## src/design/ecs_pkg.sv

```systemverilog
package ecs_pkg;

	// Width of a floor number on the ports
	localparam int unsigned FLOOR_W = 5;

	// Event kinds on req_type
	typedef enum logic [1:0] {
		KIND_CALL   = 2'd0,
		KIND_ARRIVE = 2'd1,
		KIND_PASS   = 2'd2,
		KIND_NONE   = 2'd3
	} kind_t;

	// Travel direction codes
	typedef enum logic [1:0] {
		DIR_STAY = 2'd0,
		DIR_UP   = 2'd1,
		DIR_DOWN = 2'd2
	} dir_t;

	// Sequencer states
	typedef enum logic [2:0] {
		ST_IDLE,
		ST_TGT,
		ST_START,
		ST_SCAN,
		ST_OUT
	} state_t;

endpackage

```

## src/design/elevator_call_scheduler_core.sv

```systemverilog
// Elevator call scheduler. Each word on the input channel is one event (new call,
// arrival at a floor, floor passed); a call always yields one result word, an arrival
// while busy yields one unless no marked floor lies on the scan side, and a pass or an
// arrival while free yields none. Floors outside 1..FLOOR_COUNT and the unused event
// kind are dropped. All searches run through a single floor counter and one mark test
// per cycle: a call passes a start step and then scans floor by floor from the car
// toward the target before the result appears; an arrival at the far target first
// runs a target search. The block takes no new word until the result word has
// been taken. No clearing pass after reset is needed.
module elevator_call_scheduler_core #(
	parameter int unsigned FLOOR_COUNT = 16
) (
	input  logic                          clk,
	input  logic                          arst_n,
	input  logic                          in_valid,
	output logic                          in_ready,
	input  logic [1:0]                    req_type,
	input  logic [ecs_pkg::FLOOR_W-1:0]   floor_num,
	output logic                          out_valid,
	input  logic                          out_ready,
	output logic [ecs_pkg::FLOOR_W-1:0]   stop_floor,
	output logic                          move_up
);

	localparam int unsigned CW   = $clog2(FLOOR_COUNT + 2);
	localparam int unsigned IDXW = (CW > ecs_pkg::FLOOR_W) ? CW : ecs_pkg::FLOOR_W;
	localparam int unsigned IW   = $clog2(FLOOR_COUNT);

	ecs_pkg::state_t                state_q, state_d;
	logic [FLOOR_COUNT-1:0]         marks_q, marks_d;
	logic [ecs_pkg::FLOOR_W-1:0]    car_q, car_d;
	logic [ecs_pkg::FLOOR_W-1:0]    far_q, far_d;
	ecs_pkg::dir_t                  dir_q, dir_d;
	logic                           busy_q, busy_d;
	logic [IDXW-1:0]                idx_q, idx_d;
	logic                           step_up_q, step_up_d;
	logic                           is_call_q, is_call_d;
	logic [ecs_pkg::FLOOR_W-1:0]    call_fl_q, call_fl_d;
	logic [ecs_pkg::FLOOR_W-1:0]    stop_q, stop_d;
	logic                           move_up_q, move_up_d;

	logic                           floor_ok;
	logic [IDXW-1:0]                fl_x;
	logic [FLOOR_COUNT-1:0]         call_mask;
	logic [IDXW-1:0]                idx_m1;
	logic                           idx_in_range;
	logic                           idx_hit;
	logic [IDXW-1:0]                idx_step;
	logic [ecs_pkg::FLOOR_W-1:0]    ft0;

	// Decode the incoming floor
	assign fl_x     = IDXW'(floor_num);
	assign floor_ok = (floor_num != '0) && (fl_x <= IDXW'(FLOOR_COUNT));

	always_comb begin
		for (int i = 0; i < FLOOR_COUNT; i++) begin
			call_mask[i] = (fl_x == IDXW'(i + 1));
		end
	end

	// Shared floor counter: range check, mark test and step
	assign idx_m1       = idx_q - IDXW'(1);
	assign idx_in_range = (idx_q != '0) && (idx_q <= IDXW'(FLOOR_COUNT));
	assign idx_hit      = idx_in_range && marks_q[idx_m1[IW-1:0]];
	assign idx_step     = step_up_q ? (idx_q + IDXW'(1)) : (idx_q - IDXW'(1));

	// Target after a call, before direction extension
	assign ft0 = (far_q == '0) ? floor_num : far_q;

	// Next state and outputs
	always_comb begin
		state_d   = state_q;
		marks_d   = marks_q;
		car_d     = car_q;
		far_d     = far_q;
		dir_d     = dir_q;
		busy_d    = busy_q;
		idx_d     = idx_q;
		step_up_d = step_up_q;
		is_call_d = is_call_q;
		call_fl_d = call_fl_q;
		stop_d    = stop_q;
		move_up_d = move_up_q;
		in_ready  = (state_q == ecs_pkg::ST_IDLE);
		out_valid = (state_q == ecs_pkg::ST_OUT);

		case (state_q)
			ecs_pkg::ST_IDLE: begin
				if (in_valid && floor_ok) begin
					case (req_type)
						ecs_pkg::KIND_CALL: begin
							busy_d    = 1'b1;
							marks_d   = marks_q | call_mask;
							is_call_d = 1'b1;
							call_fl_d = floor_num;
							if ((dir_q == ecs_pkg::DIR_UP && floor_num > ft0) ||
							    (dir_q == ecs_pkg::DIR_DOWN && floor_num < ft0)) begin
								far_d = floor_num;
							end else begin
								far_d = ft0;
							end
							state_d = ecs_pkg::ST_START;
						end
						ecs_pkg::KIND_ARRIVE: begin
							if (busy_q) begin
								car_d     = floor_num;
								marks_d   = marks_q & ~call_mask;
								is_call_d = 1'b0;
								if (floor_num == far_q) begin
									// target reached: search a new one
									far_d = '0;
									if (dir_q == ecs_pkg::DIR_UP) begin
										idx_d     = IDXW'(FLOOR_COUNT);
										step_up_d = 1'b0;
									end else begin
										idx_d     = IDXW'(1);
										step_up_d = 1'b1;
									end
									state_d = ecs_pkg::ST_TGT;
								end else begin
									state_d = ecs_pkg::ST_START;
								end
							end
						end
						ecs_pkg::KIND_PASS: begin
							car_d = floor_num;
						end
						default: begin
						end
					endcase
				end
			end
			ecs_pkg::ST_TGT: begin
				if (!idx_in_range) begin
					state_d = ecs_pkg::ST_START;
				end else if (idx_hit) begin
					far_d   = ecs_pkg::FLOOR_W'(idx_q);
					state_d = ecs_pkg::ST_START;
				end else begin
					idx_d = idx_step;
				end
			end
			ecs_pkg::ST_START: begin
				// scan from the car toward the target
				step_up_d = (far_q > car_q);
				idx_d     = IDXW'(car_q);
				state_d   = ecs_pkg::ST_SCAN;
			end
			ecs_pkg::ST_SCAN: begin
				if (idx_hit || (!idx_in_range && is_call_q)) begin
					stop_d    = idx_hit ? ecs_pkg::FLOOR_W'(idx_q) : call_fl_q;
					dir_d     = (car_q > far_q) ? ecs_pkg::DIR_DOWN : ecs_pkg::DIR_UP;
					move_up_d = !(car_q > far_q);
					state_d   = ecs_pkg::ST_OUT;
				end else if (!idx_in_range) begin
					busy_d  = 1'b0;
					state_d = ecs_pkg::ST_IDLE;
				end else begin
					idx_d = idx_step;
				end
			end
			ecs_pkg::ST_OUT: begin
				if (out_ready) begin
					state_d = ecs_pkg::ST_IDLE;
				end
			end
			default: begin
				state_d = ecs_pkg::ST_IDLE;
			end
		endcase
	end

	// State register
	always_ff @(posedge clk or negedge arst_n) begin
		if (!arst_n) begin
			state_q <= ecs_pkg::ST_IDLE;
			marks_q <= '0;
			car_q   <= ecs_pkg::FLOOR_W'(1);
			far_q   <= '0;
			dir_q   <= ecs_pkg::DIR_STAY;
			busy_q  <= 1'b0;
		end else begin
			state_q <= state_d;
			marks_q <= marks_d;
			car_q   <= car_d;
			far_q   <= far_d;
			dir_q   <= dir_d;
			busy_q  <= busy_d;
		end
	end

	// Hold scan and result payload
	always_ff @(posedge clk) begin
		idx_q     <= idx_d;
		step_up_q <= step_up_d;
		is_call_q <= is_call_d;
		call_fl_q <= call_fl_d;
		stop_q    <= stop_d;
		move_up_q <= move_up_d;
	end

	assign stop_floor = stop_q;
	assign move_up    = move_up_q;

	// A pending result blocks new words
	a_out_blocks_in: assert property (@(posedge clk) disable iff (!arst_n)
		out_valid |-> !in_ready)
		else $error("input ready while a result word is pending");

	// Reported floors lie in range
	a_stop_range: assert property (@(posedge clk) disable iff (!arst_n)
		out_valid |-> (stop_floor != '0 && IDXW'(stop_floor) <= IDXW'(FLOOR_COUNT)))
		else $error("stop floor out of range");

	// A valid call makes the block busy
	a_call_busy: assert property (@(posedge clk) disable iff (!arst_n)
		(in_valid && in_ready && floor_ok && req_type == ecs_pkg::KIND_CALL) |=> busy_q)
		else $error("call did not set busy");

	// Searches only run while busy
	a_scan_busy: assert property (@(posedge clk) disable iff (!arst_n)
		(state_q == ecs_pkg::ST_SCAN || state_q == ecs_pkg::ST_TGT) |-> busy_q)
		else $error("floor search while free");

	// Car position never reads zero
	a_car_nonzero: assert property (@(posedge clk) disable iff (!arst_n)
		car_q != '0)
		else $error("car floor is zero");

endmodule
```

## config.mk

```make
export PLATFORM = sky130hd
export DESIGN_NAME = elevator_call_scheduler_core
export DESIGN_NICKNAME = d
export VERILOG_FILES = /design/src/design/ecs_pkg.sv /design/src/design/elevator_call_scheduler_core.sv
export SDC_FILE = /design/constraint.sdc
export NUM_CORES = 1
export LEC_CHECK = 0
export ABC_AREA = 1
export CORE_MARGIN = 10
export CORE_UTILIZATION = 55
export CTS_BUF_LIST = sky130_fd_sc_hd__clkbuf_2
export DETAILED_ROUTE_END_ITERATION = 8
export DONT_BUFFER_PORTS = 1
export PLACE_DENSITY = 0.7
export SLEW_MARGIN = 0
export SYNTH_ARGS = -nofsm -noshare
export SYNTH_HDL_FRONTEND = slang
export SYNTH_SLANG_ARGS = --single-unit
```

## constraint.sdc

```tcl
create_clock -name clk -period 5.4 [get_ports clk]
set_input_delay 0.81 -clock clk [delete_from_list [all_inputs] [get_ports clk]]
set_output_delay 0.81 -clock clk [all_outputs]
set_load 0.005 [all_outputs]
```

==> results of run 1 <==
cell families after synthesis:
logic type | Yosys count | share of synthesized area, %
flip-flops | 50 | 40.7
XOR/XNOR | 5 | 2.12
AND/OR/NAND/NOR | 226 | 33.2
multiplexers | 3 | 0.910
adder cells (fa/ha/maj) | 14 | 5.31
buffers and inverters | 69 | 8.61
AO/OA/AOI/OAI | 54 | 9.14
power by group through the flow:
stage               clock network, W  logic (W)  registers (W)
floorplan                          0   0.000874       0.000623
global placement                   0    0.00102       0.000675
detailed placement                 0    0.00104       0.000677
CTS                         0.000207    0.00105       0.000668
global route                0.000224    0.00121       0.000683
finish                      0.000207    0.00106       0.000669
cell type report:
| type | count | area [sq um] | area share, % |
|---|---|---|---|
| clock buffer | 5 | 25.0 | 0.724 |
| clock inverter | 3 | 45.0 | 1.30 |
| inverter | 64 | 245 | 7.10 |
| multi-input combinational | 302 | 1670 | 48.4 |
| sequential | 50 | 1340 | 38.9 |
| tap | 75 | 93.8 | 2.72 |
| timing repair buffer | 2 | 30.0 | 0.869 |
path summary, 6_finish.rpt:
path                                      start                      to  slack (ns)
hold reg to reg            dir_q[1]$_DFFE_PN0P_    dir_q[1]$_DFFE_PN0P_        0.51
hold / removal                           arst_n               async pin        0.14
setup / recovery             idx_q[0]$_DFFE_PP_      idx_q[1]$_DFFE_PP_        2.79
min in group clk                   floor_num[0]  call_fl_q[0]$_DFFE_PP_        0.45
max in group asynchronous                arst_n      busy_q$_DFFE_PN0P_        4.49
setup reg to reg             idx_q[0]$_DFFE_PP_      idx_q[1]$_DFFE_PP_        2.79
timing repair:
| action | 4_1_cts | 5_1_grt |
|---|---|---|
| buffers inserted | 0 | 0 |
| hold buffers | 1 | 1 |
| hold endpoints to repair | 6 | 25 |
layout by cell type (no fill, tap or decap), types with 3 or more instances in the layout:
| master | n |
|---|---|
| nand2_4 | 5 |
| o21ai_0 | 25 |
| nor3_1 | 4 |
| nor2_2 | 3 |
| nand4_1 | 3 |
| nand3_2 | 4 |
| mux2i_1 | 3 |
| nand3_1 | 48 |
| nand2_2 | 4 |
| a21oi_1 | 16 |
| clkbuf_2 | 5 |
| inv_2 | 9 |
| nor2_1 | 33 |
| nand3b_1 | 4 |
| nor2_4 | 4 |
| nor3_2 | 3 |
| inv_1 | 53 |
| edfxtp_1 | 18 |
| o21ai_1 | 5 |
| nor4_1 | 4 |
| nand2_1 | 104 |
| dfrtp_1 | 31 |
| ha_1 | 14 |
worst max-delay path: stages, from the launching register on:
cell and delay (ns):
edfxtp_1 0.66, inv_2 0.20, ha_1 0.44, inv_1 0.11, nand3_1 0.09, nand3_1 0.07
nand3_1 0.10, nand2_2 0.12, inv_1 0.10, nand3_1 0.10, o21ai_1 0.30
metal layers:
layer	track usage (%)	share of wire, %	wire length, microns	vias up
li1	-	-	-	1382
met1	20.9	45	3590	1270
met2	27.2	46	3680	102
met3	3.98	6.8	540	13
met4	4.25	1.6	126	0
met5	0	0	0	-
per-stage QoR:
stage | hold slack, ns | power [W]
2_1_floorplan | 0.442 | 0.00150
3_3_place_gp | 0.463 | 0.00169
3_5_place_dp | 0.459 | 0.00172
4_1_cts | 0.00329 | 0.00192
5_1_grt | 0.105 | 0.00212
6_report | 0.137 | 0.00193
==> out/metrics.yaml, run 1 <==
fin_area_sq_mm: 0.00345
ioPinCount: 19
grt_overflow: 0
grt_start_max_net_pins: 28
final-max-slew-violation-count: 0
cts_tree: "yes"
n_antenna_cell: 0
synth.most_common_cell: "nand2_1"
cts_resized: 0
crit_type: "flip-flop to flip-flop"
fmax_ghz: 0.383
synth_commonest_cells: "nand2_1, inv_1, nand3_1"
ir_drop_mv: 0.293
p_int_w: 0.000982
dpl_cell_area_sq_mm: 0.00335
start_util_pct: 56.1
dieArea_sq_mm: 0.00950
maxCapViolations: 0
drive_above_1_share_pct: 12.0
worst_slew_pin_slew_ns: 0.978
cp_max_fo: 14
synthTopCellsByArea: "dfrtp_1, edfxtp_1, nand2_1"
wl_mm: 7.94
p_leak_nw: 1.63
fin_util_pct: 58.7
dominantRegCellSynth: "dfrtp_1"
rows: 28
clk-insertion-delay-late_ns: 0.45
crit_required_ns: 5.53
core_sq_mm: 0.00589
start_kind: "flip-flop"
p_comb_share_pct: 54.6
gp_congestion: 0.915
first_iter_violations: 163
hold_viol_final: 0
synth_top_cell_by_area: "dfrtp_1"
yosys_warnings: 0
synth_cells: 421
synthArstFlopShare_pct: 64.0
r2r_cells: 10
slew-limit-headroom_pct: 34.2
finalSetupViolCount: 0
p_sw_w: 0.000950
end_kind: "flip-flop"
path_clk_slew_ns: 0.29
die_h_microns: 97.5
die_x_microns: 97.5
tns_ns: 0
route.detailed.drc: 0
setup_slack_ns: 2.79
grt_antenna_before_repair: 0
dp_cells: 491
yosysUniqueCellTypes: 43
synth_edf_count: 18
timing.final.crit_period_ns: 2.61
synth_fp_nets: 446
clock_power_share_pct: 10.7
vias: 2767
grt_pass1_wl_mm: 12.9
num-fill-cells: 561
arrival_ns: 2.74
nNetsFinal: 450
viasPerCell: 5.52
cts_root_buffer: "clkbuf_2"
hp-class: "input port to async pin"
ys_ff_latch: 50
track_usage_pct: 16.5
clockBufferDepth: 2
drt_pass1_iterations: 8
h-tree-depth: 2
timing.final.crit_share_pct: 48.4
yosysTopAreaCellShare_pct: 23.5
numPortBuffers: 0
switching_share_pct: 49.2
syn_area_sq_mm: 0.00330
avgSynthCellArea_sq_um: 7.84
status: "completed"
rsz0062_at_grt: "false"
seq_power_share_pct: 34.6
cts_buffers: 5
powerDensity_mw_per_mm2: 559
pre_cts_ws_ns: 2.57
grt_pass1_vias: 2565
cts_sinks: 50
syn_to_final_growth_pct: 4.70
final_antenna_net_count: 0
skew_ns: 0.0310
wl_per_cell_microns: 15.8
fin_cells: 501
dpl.hpwl_mm: 6.19
synth-seq-area-share_pct: 40.7
No activity file was read; power rests on OpenSTA's default activity.
==> inputs of run 2 (changes only) <==
clock period = 2.5 ns   (was 5.4 ns; I/O delays follow)
==> run 2 against run 1 <==
  * Flip-flop and latch count unchanged
  * Wire length up 6.4%
  * Setup slack worse by 2.6 ns
  * Die area unchanged
  * Cell area up 3.2%
  * Register-to-register slack worse by 2.6 ns
  * Sequential power up 110%
  * Maximum frequency up 12%
  * Critical path depth up 1
  * Critical path type unchanged
  * Highest routed layer unchanged
==> out/metrics.yaml, run 2 (synthesis results as in run 1) <==
dpl.hpwl_mm: 6.48  # +4.7%
clock_power_share_pct: 10.3  # -0.4 points
fin_cells: 514  # +2.6%
clk-insertion-delay-late_ns: 0.43  # -0.02 ns
n_antenna_cell: 0  # unchanged
cts_root_buffer: "clkbuf_2"
setup.worst_path.end: "stop_floor[1]$_DFFE_PP_"
fin_area_sq_mm: 0.00356  # +3.2%
start_kind: "flip-flop"
r2r_end: "stop_floor[1]$_DFFE_PP_"
vias: 2861  # +3.4%
cts_buffers: 5  # unchanged
final-max-slew-violation-count: 0  # unchanged
p_leak_nw: 1.70  # +4.2%
crit_required_ns: 2.66  # -2.87 ns
drt_pass1_iterations: 5  # -3
grt_antenna_before_repair: 0  # unchanged
grt_pass1_vias: 2624  # +2.3%
ir_drop_mv: 0.656  # +120%
grt_pass1_wl_mm: 13.7  # +6.4%
worstReg2RegStart: "idx_q[0]$_DFFE_PP_"
path_clk_slew_ns: 0.26  # -0.03 ns
maxCapViolations: 0  # unchanged
dpl_cell_area_sq_mm: 0.00340  # +1.3%
skew_ns: 0.0239  # -0.00719 ns
cp_max_fo: 10  # -4
viasPerCell: 5.57  # +0.78%
grt_start_max_net_pins: 33  # +18%
grt_overflow: 0  # unchanged
route.detailed.drc: 0  # unchanged
dieArea_sq_mm: 0.00950  # unchanged
p_sw_w: 0.00208  # +120%
die_h_microns: 97.5  # unchanged
slew-limit-headroom_pct: 51.2  # +17 points
clockBufferDepth: 2  # unchanged
arrival_ns: 2.49  # -0.25 ns
finalPower_w: 0.00428  # +120%
rows: 28  # unchanged
num-fill-cells: 544  # -3.0%
dp_cells: 497  # +1.2%
wl_mm: 8.45  # +6.4%
wl_per_cell_microns: 16.4  # +3.7%
rsz0062_at_grt: "true"
core_sq_mm: 0.00589  # unchanged
timing.final.crit_share_pct: 93.1  # +45 points
final_antenna_net_count: 0  # unchanged
h-tree-depth: 2  # unchanged
die_x_microns: 97.5  # unchanged
finalSetupViolCount: 0  # unchanged
ioPinCount: 19  # unchanged
worst_slew_pin_slew_ns: 0.727  # -0.251 ns
hp-class: "input port to flip-flop"
gp_congestion: 0.944  # +3.1%
fmax_ghz: 0.429  # +12%
switching_share_pct: 48.6  # -0.58 points
p_comb_share_pct: 57.2  # +2.6 points
nNetsFinal: 463  # +2.9%
track_usage_pct: 17.6  # +1.1 points
first_iter_violations: 244  # +50%
p_int_w: 0.00220  # +120%
layout.cells.most_common: "nand2_1"
start_util_pct: 56.1  # unchanged
crit_type: "flip-flop to flip-flop"
reg2reg_slack_ns: 0.17  # -2.62 ns
end_kind: "flip-flop"
status: "completed"
seq_power_share_pct: 32.5  # -2.1 points
powerDensity_mw_per_mm2: 1200  # +110%
cts_sinks: 50  # unchanged
layout_common_cells: "nand2_1, inv_1, nand3_1, nor2_1, dfrtp_1"
r2r_cells: 11  # +1
numPortBuffers: 0  # unchanged
drive_above_1_share_pct: 13.9  # +1.9 points
timing.final.crit_period_ns: 2.33  # -0.285 ns
cp-startpoint: "idx_q[0]$_DFFE_PP_"
hold_viol_final: 0  # unchanged
tns_ns: 0  # unchanged
syn_to_final_growth_pct: 8.04
cts_tree: "yes"
[run 2: cell types whose count changed in the layout (fill, tap and decap cells not counted)]
cell,delta
clkbuf_2,+2
clkinvlp_4,-2
dlygate4sd3_1,+5
buf_4,+8
dfrtp_2,+1
o21ai_1,-1
o21ai_2,+1
dfrtp_1,-1
[run 2: per-layer routing]
metal  GRT usage [%]  vias up  part of all wire (%)
met5               0        -                     0
met4            4.03        0                   1.4
met3            4.69       14                   7.8
met2            28.1      105                    47
met1            23.1     1331                    44
li1                -     1411                     -
[run 2: what timing repair did]
action,4_1_cts,5_1_grt
endpoints found under the setup margin,0,14
resized for setup,0,2
hold buffers,3,4
buffers inserted,0,2
endpoints found under the hold margin,33,4
[run 2: worst min path at each step]
stage,to,startpoint,slack [ns],depth (start not counted)
floorplan,async pin,arst_n,0.08,0
global placement,async pin,arst_n,0.08,0
detailed placement,async pin,arst_n,0.08,0
CTS,call_fl_q[4]$_DFFE_PP_,floor_num[4],0.002,0
global route,flip-flop,floor_num[2],0.06,3
finish,flip-flop,floor_num[2],0.08,3
[run 2: metrics by stage]
step / utilization, % / setup slack [ns] / hold slack, ns
global placement: 57.8 / 0.193 / 0.0808
finish: 60.6 / 0.172 / 0.0804
floorplan: - / 0.220 / 0.0794
CTS: 59.5 / 0.124 / 0.00245
detailed placement: 57.8 / 0.163 / 0.0808
global route: 60.6 / -0.00943 / 0.0630
[run 2: power by group through the flow]
stage / combinational (W) / sequential, W / clock, W
2_1_floorplan: 0.00189 / 0.00135 / 0
3_3_place_gp: 0.00231 / 0.00141 / 0
3_5_place_dp: 0.00236 / 0.00142 / 0
4_1_cts: 0.00239 / 0.00140 / 0.000452
5_1_grt: 0.00276 / 0.00142 / 0.000489
6_report: 0.00245 / 0.00139 / 0.000443
[run 2: cell type report]
| type | instances | area (sq um) | area share [%] |
|---|---|---|---|
| Clock inverter | 1 | 30.0 | 0.842 |
| Multi-Input combinational cell | 302 | 1680 | 47.0 |
| Tap cell | 75 | 93.8 | 2.63 |
| Sequential cell | 50 | 1340 | 37.7 |
| Inverter | 64 | 245 | 6.88 |
| Clock buffer | 7 | 35.0 | 0.983 |
| Timing Repair Buffer | 15 | 140 | 3.93 |
[run 2: worst max-delay path, cell delays in order, from the launching register on]
cell and delay (ns):
edfxtp_1 0.47, inv_2 0.17, ha_1 0.34, inv_1 0.15, nand3_1 0.09, nand3_1 0.07
nand3_1 0.10, nand2_2 0.15, nand2_4 0.11, o21ai_4 0.10, nand2_4 0.08, inv_1 0.21
==> inputs of run 3 (changes only) <==
clock period = 2.85 ns   (was 2.5 ns; I/O delays follow)
==> run 3 against run 2 <==
  * Die area unchanged
  * Critical endpoint is now idx_q[4]$_DFFE_PP_
  * Combinational power is 16% lower
  * First-iteration DRC count fell by 11%
  * Largest cell class unchanged
  * Final cell count is 2.1% lower
  * Highest routed layer unchanged
  * Cell area shrank 2.8%
==> out/metrics.yaml, run 3 (synthesis results as in run 1) <==
ir_drop_mv: 0.620  # -5.6%
finalPower_w: 0.00370  # -14%
drt_pass1_iterations: 5  # unchanged
clk-insertion-delay-late_ns: 0.43  # about the same
skew_ns: 0.0153  # -0.00859 ns
tns_ns: 0  # unchanged
cts_tree: "yes"
dieArea_sq_mm: 0.00950  # unchanged
crit_buf_inv: 3  # unchanged
finalSetupViolCount: 0  # unchanged
holdPathStages: 0  # -3
slew-limit-headroom_pct: 53.1  # +1.9 points
die_h_microns: 97.5  # unchanged
arrival_ns: 2.59  # +0.10 ns
hp-class: "input port to flip-flop"
first_iter_violations: 218  # -11%
cts_root_buffer: "clkbuf_2"
timing.final.crit_share_pct: 87.0  # -6.1 points
final_antenna_net_count: 0  # unchanged
critical_path.top_delay_family: "flip-flops"
cp_slowest_stage_delay_ns: 0.54  # +0.07 ns
grt_antenna_before_repair: 0  # unchanged
status: "completed"
route.detailed.drc: 0  # unchanged
rsz0062_at_grt: "false"
end_kind: "flip-flop"
rows: 28  # unchanged
drive_above_1_share_pct: 12.4  # -1.5 points
core_sq_mm: 0.00589  # unchanged
crit_required_ns: 2.96  # +0.30 ns
dp_cells: 493  # -0.80%
powerDensity_mw_per_mm2: 1070  # -11%
wl_per_cell_microns: 16.4  # -0.16%
crit_type: "flip-flop to flip-flop"
layout_common_cells: "nand2_1, inv_1, nand3_1, nor2_1, dfrtp_1"
start_kind: "flip-flop"
vias: 2877  # +0.56%
layout.cells.most_common: "nand2_1"
start_util_pct: 56.1  # unchanged
ioPinCount: 19  # unchanged
grt_overflow: 0  # unchanged
nNetsFinal: 452  # -2.4%
grt_pass1_vias: 2703  # +3.0%
die_x_microns: 97.5  # unchanged
final-max-slew-violation-count: 0  # unchanged
postCtsHoldBufs: 2  # -1
dpl.hpwl_mm: 6.30  # -2.7%
cp_max_fo: 7  # -3
fmax_ghz: 0.403  # -6.1%
syn_to_final_growth_pct: 5.01
post_cts_buffers: 0  # unchanged
cp_cell_sequence: "inv_1, ha_1, inv_1, nand3_1, nand3_1, nand3_1, nand2_2, inv_1, nand3_1, o21ai_1"
crit_cells: 10  # -1
grt_pass1_wl_mm: 13.6  # -0.85%
setup_slack_ns: 0.370  # +0.199 ns
p_leak_nw: 1.65  # -3.0%
cts_buffers: 5  # unchanged
n_antenna_cell: 0  # unchanged
cts_sinks: 50  # unchanged
fin_cells: 503  # -2.1%
viasPerCell: 5.72  # +2.8%
grt_start_max_net_pins: 33  # unchanged
numPortBuffers: 0  # unchanged
crit_top_cell: "nand3_1"
clockBufferDepth: 2  # unchanged
r2r_cells: 10  # -1
hold_viol_final: 0  # unchanged
h-tree-depth: 2  # unchanged
track_usage_pct: 17.2  # -0.36 points
maxCapViolations: 0  # unchanged
worst_slew_pin_slew_ns: 0.699  # -0.0285 ns
pre_cts_ws_ns: 0.416  # +0.252 ns
wl_mm: 8.26  # -2.3%
cpMaxStageDelayCell: "edfxtp_1"
gp_congestion: 0.888  # -5.9%
path_clk_slew_ns: 0.26  # about the same
cts_resized: 0  # unchanged
timing.final.crit_period_ns: 2.48  # +0.151 ns
[run 3: path summary, 6_finish.rpt]
check	start	to	slack, ns
max	idx_q[1]$_DFFE_PP_	idx_q[4]$_DFFE_PP_	0.37
min	floor_num[0]	call_fl_q[0]$_DFFE_PP_	0.06
max reg2reg	idx_q[1]$_DFFE_PP_	idx_q[4]$_DFFE_PP_	0.37
min reg2reg	dir_q[1]$_DFFE_PN0P_	dir_q[1]$_DFFE_PN0P_	0.52
max in group asynchronous	arst_n	car_q[0]$_DFFE_PN1P_	2.20
min in group asynchronous	arst_n	async pin	0.39
[run 3: cell type report]
type,instances,area [sq um]
Timing Repair Buffer,4,45.0
Sequential cell,50,1340
Tap cell,75,93.8
Clock buffer,7,35.0
Clock inverter,1,30.0
Fill cell,551,2420
Multi-Input combinational cell,302,1670
Inverter,64,245
[run 3: power by group]
| part | switching (W) | internal, W | total [W] |
|---|---|---|---|
| logic | 0.00137 | 0.000700 | 0.00207 |
| registers | 0.000216 | 0.00103 | 0.00124 |
| clock network | 0.000232 | 0.000156 | 0.000388 |
[run 3: routing by layer]
metal  GRT usage (%)  part of all wire (%)  vias up
met4            5.37                   1.8        0
met5               0                     0        -
met1            22.6                    45     1361
met3            3.84                   7.9       15
li1                -                     -     1388
met2            27.4                    46      113
[run 3: worst register-to-register path, delay by kind of cell, from the launching register on]
family	cells	cell delay [ns]
flip-flops	1	0.54
AND/OR/NAND/NOR	5	0.51
adder cells (fa/ha/maj)	1	0.42
AO/OA/AOI/OAI	1	0.35
buffers and inverters	3	0.34
[run 3: stage by stage]
stage | utilization (%) | hold WS (ns) | cell area (sq um)
6_report | 58.9 | 0.0639 | 3460
5_1_grt | 58.9 | 0.00493 | 3460
4_1_cts | 58.9 | 0.0586 | 3460
3_5_place_dp | 57.2 | 0.133 | 3370
3_3_place_gp | 57.2 | 0.133 | 3370
2_1_floorplan | - | 0.132 | 3300
